### src/oss_pkg.sv
// Shared types, constants and codes for the order sampling selector.
// No dependencies; every other file but oss_ram imports this package.
`default_nettype none
package oss_pkg;

  // Field widths
  localparam int PROB_W   = 32;
  localparam int DRAW_W   = 32;
  localparam int UIDX_W   = 7;
  localparam int STAT_W   = 2;
  localparam int KEY_W    = 64;
  localparam int SUM_W    = 37;
  localparam int CLS_W    = 2;
  localparam int NUM_W    = 62;
  localparam int DSTEP_W  = 6;
  localparam int DEF_MAX_UNITS = 64;

  // Fixed-point constants (Q2.30)
  localparam logic [SUM_W-1:0] HALF_Q30 = SUM_W'(64'h2000_0000);
  localparam logic [30:0]      ONE_Q30  = 31'h4000_0000;

  // Unit classes
  localparam logic [CLS_W-1:0] CLS_EXCLUDED = 2'd0;
  localparam logic [CLS_W-1:0] CLS_VALID    = 2'd1;
  localparam logic [CLS_W-1:0] CLS_CERTAIN  = 2'd2;

  // Result status codes
  localparam logic [STAT_W-1:0] ST_OK    = 2'd0;
  localparam logic [STAT_W-1:0] ST_FEW   = 2'd1;
  localparam logic [STAT_W-1:0] ST_EMPTY = 2'd2;
  localparam logic [STAT_W-1:0] ST_OVER  = 2'd3;

  // Register index
  localparam logic REG_KEY_MODE = 1'b0;

  typedef struct packed {
    logic [PROB_W-1:0] inclusion_prob;
    logic [DRAW_W-1:0] uniform_draw;
    logic              last_unit;
  } in_item_t;

  typedef struct packed {
    logic [UIDX_W-1:0] unit_index;
    logic [STAT_W-1:0] status;
    logic              final_result;
  } out_item_t;

  typedef enum logic [3:0] {
    S_IDLE, S_CLASSIFY, S_MUL_NUM, S_MUL_DEN, S_DIV_INIT, S_DIV, S_WRITE,
    S_EVAL, S_DECIDE, S_ERR_OUT, S_RADIX_SCAN, S_RADIX_BIT, S_EMIT_RD, S_EMIT_CHK
  } state_t;

  // Controller to datapath
  typedef struct packed {
    logic load;
    logic mul_num;
    logic mul_den;
    logic div_init;
    logic div_step;
    logic ram_wr;
    logic eval;
    logic scan_start;
    logic scan_step;
    logic radix_bit;
    logic emit_take;
    logic emit_skip;
    logic err_load;
    logic clear;
  } cmd_t;

  // Datapath to controller
  typedef struct packed {
    logic need_key;
    logic pmode;
    logic wr_ok;
    logic last;
    logic div_done;
    logic err;
    logic ns_zero;
    logic scan_done;
    logic sc_end;
    logic bit_last;
    logic take;
    logic out_free;
  } st_t;

endpackage
`default_nettype wire

### src/oss_ctrl.sv
// Sequencer for the order sampling selector: load, key division, radix
// selection and emission. Depends on oss_pkg.
`default_nettype none
module oss_ctrl import oss_pkg::*; (
  input  wire logic clk,
  input  wire logic rst_n,
  input  wire logic in_valid,
  output logic      in_ready,
  input  wire st_t  st,
  output cmd_t      cmd
);

  state_t state_r, state_nxt;

  always_ff @(posedge clk) begin
    if (!rst_n) begin
      state_r <= S_IDLE;
    end else begin
      state_r <= state_nxt;
    end
  end

  // Next state and commands
  always_comb begin
    state_nxt = state_r;
    cmd       = '0;
    in_ready  = 1'b0;
    case (state_r)
      S_IDLE: begin
        in_ready = 1'b1;
        if (in_valid) begin
          cmd.load  = 1'b1;
          state_nxt = S_CLASSIFY;
        end
      end
      S_CLASSIFY: begin
        if (st.need_key) begin
          state_nxt = st.pmode ? S_MUL_NUM : S_DIV_INIT;
        end else if (st.wr_ok) begin
          state_nxt = S_WRITE;
        end else begin
          state_nxt = st.last ? S_EVAL : S_IDLE;
        end
      end
      S_MUL_NUM: begin
        cmd.mul_num = 1'b1;
        state_nxt   = S_MUL_DEN;
      end
      S_MUL_DEN: begin
        cmd.mul_den = 1'b1;
        state_nxt   = S_DIV_INIT;
      end
      S_DIV_INIT: begin
        cmd.div_init = 1'b1;
        state_nxt    = S_DIV;
      end
      S_DIV: begin
        cmd.div_step = 1'b1;
        if (st.div_done) begin
          state_nxt = S_WRITE;
        end
      end
      S_WRITE: begin
        cmd.ram_wr = 1'b1;
        state_nxt  = st.last ? S_EVAL : S_IDLE;
      end
      S_EVAL: begin
        cmd.eval  = 1'b1;
        state_nxt = S_DECIDE;
      end
      S_DECIDE: begin
        cmd.scan_start = 1'b1;
        if (st.err) begin
          state_nxt = S_ERR_OUT;
        end else if (st.ns_zero) begin
          state_nxt = S_EMIT_RD;
        end else begin
          state_nxt = S_RADIX_SCAN;
        end
      end
      S_ERR_OUT: begin
        if (st.out_free) begin
          cmd.err_load = 1'b1;
          cmd.clear    = 1'b1;
          state_nxt    = S_IDLE;
        end
      end
      S_RADIX_SCAN: begin
        cmd.scan_step = 1'b1;
        if (st.scan_done) begin
          state_nxt = S_RADIX_BIT;
        end
      end
      S_RADIX_BIT: begin
        cmd.radix_bit = 1'b1;
        state_nxt     = st.bit_last ? S_EMIT_RD : S_RADIX_SCAN;
      end
      S_EMIT_RD: begin
        if (st.sc_end) begin
          cmd.clear = 1'b1;
          state_nxt = S_IDLE;
        end else begin
          state_nxt = S_EMIT_CHK;
        end
      end
      S_EMIT_CHK: begin
        if (!st.take) begin
          cmd.emit_skip = 1'b1;
          state_nxt     = S_EMIT_RD;
        end else if (st.out_free) begin
          cmd.emit_take = 1'b1;
          state_nxt     = S_EMIT_RD;
        end
      end
      default: begin
        state_nxt = S_IDLE;
      end
    endcase
  end

endmodule
`default_nettype wire

### config.mk
export PLATFORM = sky130hd
export DESIGN_NAME = oss_ctrl
export DESIGN_NICKNAME = d
export VERILOG_FILES = /design/src/oss_pkg.sv /design/src/oss_ctrl.sv
export SDC_FILE = /design/constraint.sdc
export NUM_CORES = 1
export LEC_CHECK = 0
export BUFFER_PORTS_ARGS = -buffer_cell sky130_fd_sc_hd__buf_2
export CORE_MARGIN = 2
export CORE_UTILIZATION = 44
export CTS_CLUSTER_SIZE = 8
export DETAILED_ROUTE_END_ITERATION = 6
export GPL_ROUTABILITY_DRIVEN = 1
export HOLD_SLACK_MARGIN = 0.06
export PLACE_DENSITY = 0.76
export SLEW_MARGIN = 20
export SYNTH_ARGS = -nofsm -noshare
export SYNTH_HDL_FRONTEND = slang
export SYNTH_SLANG_ARGS = --single-unit
export TNS_END_PERCENT = 50
### constraint.sdc
create_clock -name clk -period 1.71 [get_ports clk]
set_clock_uncertainty 0.05 [all_clocks]
set_input_delay 0.2565 -clock clk [delete_from_list [all_inputs] [get_ports clk]]
set_output_delay 0.2565 -clock clk [all_outputs]
set_load 0.02 [all_outputs]
==> summary.txt <==
Run status
  – Status: finished, final reports clean

Floorplanning
  – Initial Utilization: 46.4%
  – Die Ht: 40.6 um
  – Die Wd: 40.6 um
  – # IOs: 30
  – Die footprint: 1650 sq um
  – Core region area: 1270 sq um
  – Rows: 13

STA
  – Worst-Margin Slew: 0.307 ns
  – Setup repair after global routing missed its margin: yes
  – PnR worst setup slack: 0.0704 ns
  – Period utilization: 95.9%
  – Max Clock Freq: 610 MHz
  – Final hold violation count: 0
  – Fin. max-slew vios: 0
  – Rel. slew slack: 79.3%
  – Tmin final: 1.64 ns
  – Total negative slack: 0 ns
  – Setup violations, final: 0

Critical path
  – Startpoint of the worst setup timing path: state_r[3]
  – CP Capture Type: primary output
  – CP Buf/Inv Count: 2
  – Worst path slowest cell: dfxtp_4
  – Critical path startpoint category: flop
  – Crit path max fanout: 14
  – CP Cell Sequence: buf_4 -> nor4_4 -> and2_1 -> buf_2
  – Worst Path Arrival: 1.33 ns
  – Cell family with most CP delay: simple AND/OR/NAND/NOR gates
  – Crit path largest cell delay: 0.39 ns
  – Critical path class: reg -> out
  – Critical R2R Launch: state_r[2]
  – Worst EP required: 1.40 ns

Power and ir drop
  – Maximum vdd ir drop: 0.347 mV
  – PwrDens: 870 nW/um^2
  – LEAKAGE: 0.000368 uW

Detailed routing
  – Routed len/inst: 12.7 um
  – DRC: 0
  – Via count: 771
  – Routed Antenna Nets: 0
  – Post-DR vias/cell: 5.71
  – First DRT Iteration DRCs: 17
  – TritonRoute pass-1 iters: 7
  – Total Routed Length: 1710 um

Clock tree
  – Postcts setup bufs: 0
  – H-tree Lvls: 1
  – Clock buffer depth: 2
  – CTS sink count: 4
  – Clock-pin slew on the worst setup and hold paths: 0.04 ns
  – CTS Root Cell: clkbuf_4
  – Worst-Skew Late Latency: 0.23 ns
  – CTS tree: yes
  – TritonCTS buffer count: 3

Global route
  – Largest net degree at the start of global routing: 17
  – Vias in the first global route: 574
  – Total track usage: 22.7%
  – Initial antenna violation count: 0
  – First-pass GRT wire length: 2510 um
  – GR Overflow Total: 0

Synthesis
  – Synthesized area per cell: 6.62 sq um
  – Top post-synthesis cells by count: nor2_1, nand2b_1, nand2_1, nor3_1, a21oi_1
  – FF+latch count, synth: 4
  – Register area share after synthesis: 13.6%
  – Number of synthesized flops with an enable pin: 0
  – Syn. warnings: 0
  – Synth area leaders: dfxtp_1, nand2b_1, nor3_1
  – Cells after Synth: 89
  – Most common cell in the synthesized netlist: nor2_1
  – Async SR Flop Fraction: 0%
  – Top FF cell, synth: dfxtp_1
  – Netlist Area Pre-Place: 589 sq um
  – Yosys top cell by area: dfxtp_1
  – Post-synth top area share: 13.6%
  – Synth unique cells: 32
  – Syn Nets: 104

Cells and area
  – Layout cells sized above 1: 40.8%
  – Diode count: 0
  – Largest reg by FF count: state_r
  – Fin area: 800 sq um
  – FF+latch area: 86.3 sq um
  – Multi-input gate area: 459 sq um
  – Area grow syn2layout: 35.7%
  – Max FFs per register: 4
  – Top Registers: state_r: 4 flops
  – Total Nets Final: 137
  – Fill cells: 130

Placement
  – Cell Area, Placed: 766 sq um
  – Place WS: 0.106 ns
  – Placer Congestion: 0.896
  – Port bufs: 29
  – HPWL Detailed: 1280 um

Min path
  – Hold_sp: rst_n
  – Min-Delay Path Class: in -> reg

Flow run
  – Max cap viols: 0
[cell type report]
class / instances / share of cell area (%)
Inverter: 6 / 2.82
Timing Repair Buffer: 35 / 23.8
Multi-Input combinational cell: 72 / 57.4
Clock buffer: 3 / 2.82
Sequential cell: 4 / 10.8
Tap cell: 15 / 2.35
[worst register-to-register path: cells and delay by family (launching register included)]
kind	cells	cell delay [ns]
and+or+nand+nor	1	0.39
buffers and inverters	1	0.17
DFF	1	0.30
AOI/OAI and AO/OA	3	0.46
[through the flow]
stage	util, %	total power [uW]	cells	hold WS, ns
after global routing	63.0	741	135	0.256
final	63.0	695	135	0.232
after global placement	60.4	563	132	0.472
after detailed placement	60.4	570	132	0.468
after CTS	62.6	692	135	0.224
after floorplan	-	458	89	0.332
[report_power, final]
group	switching, uW	internal [uW]
Sequential	51.5	113
Combinational	234	183
Clock	35.7	78.3
Total	321	374
[layer usage]
layer | GRT usage (%) | share of wire, % | up-vias
met1 | 28.7 | 42 | 344
li1 | - | - | 387
met3 | 1.11 | 7.3 | 4
met2 | 40.5 | 49 | 36
met5 | 0 | 0 | -
met4 | 6.67 | 1.5 | 0
[final timing paths]
| kind | slack (ns) | end | depth (start not counted) |
|---|---|---|---|
| max | 0.07 | cmd[13] | 4 |
| min | 0.23 | state_r[1] | 3 |
| max reg2reg | 0.24 | state_r[0] | 5 |
| min reg2reg | 0.52 | state_r[1] | 1 |
[kinds of logic (layout without fill, tap and decap cells)]
kind of cell	Yosys count	after routing	synth area share (%)
AND/OR/NAND/NOR	48	48	46.3
AO/OA/AOI/OAI	24	24	28.2
buffers and inverters	13	44	11.9
flip-flops	4	4	13.6
[timing repair]
action                                  CTS  global route
hold endpoints to repair                  0             0
endpoints found under the setup margin    6             4
resized for setup                         4             2
hold buffers                              0             0
[cell usage in the layout, fill, tap and decap left out, drive strengths merged, types with 4 or more instances in the layout]
cell	count
buf	35
dfxtp	4
nand2b	8
o21ai	6
nor3	7
nor2b	4
nand2	7
nor2	9
a21oi	6
inv	6
(Power assumes the default switching activity.)
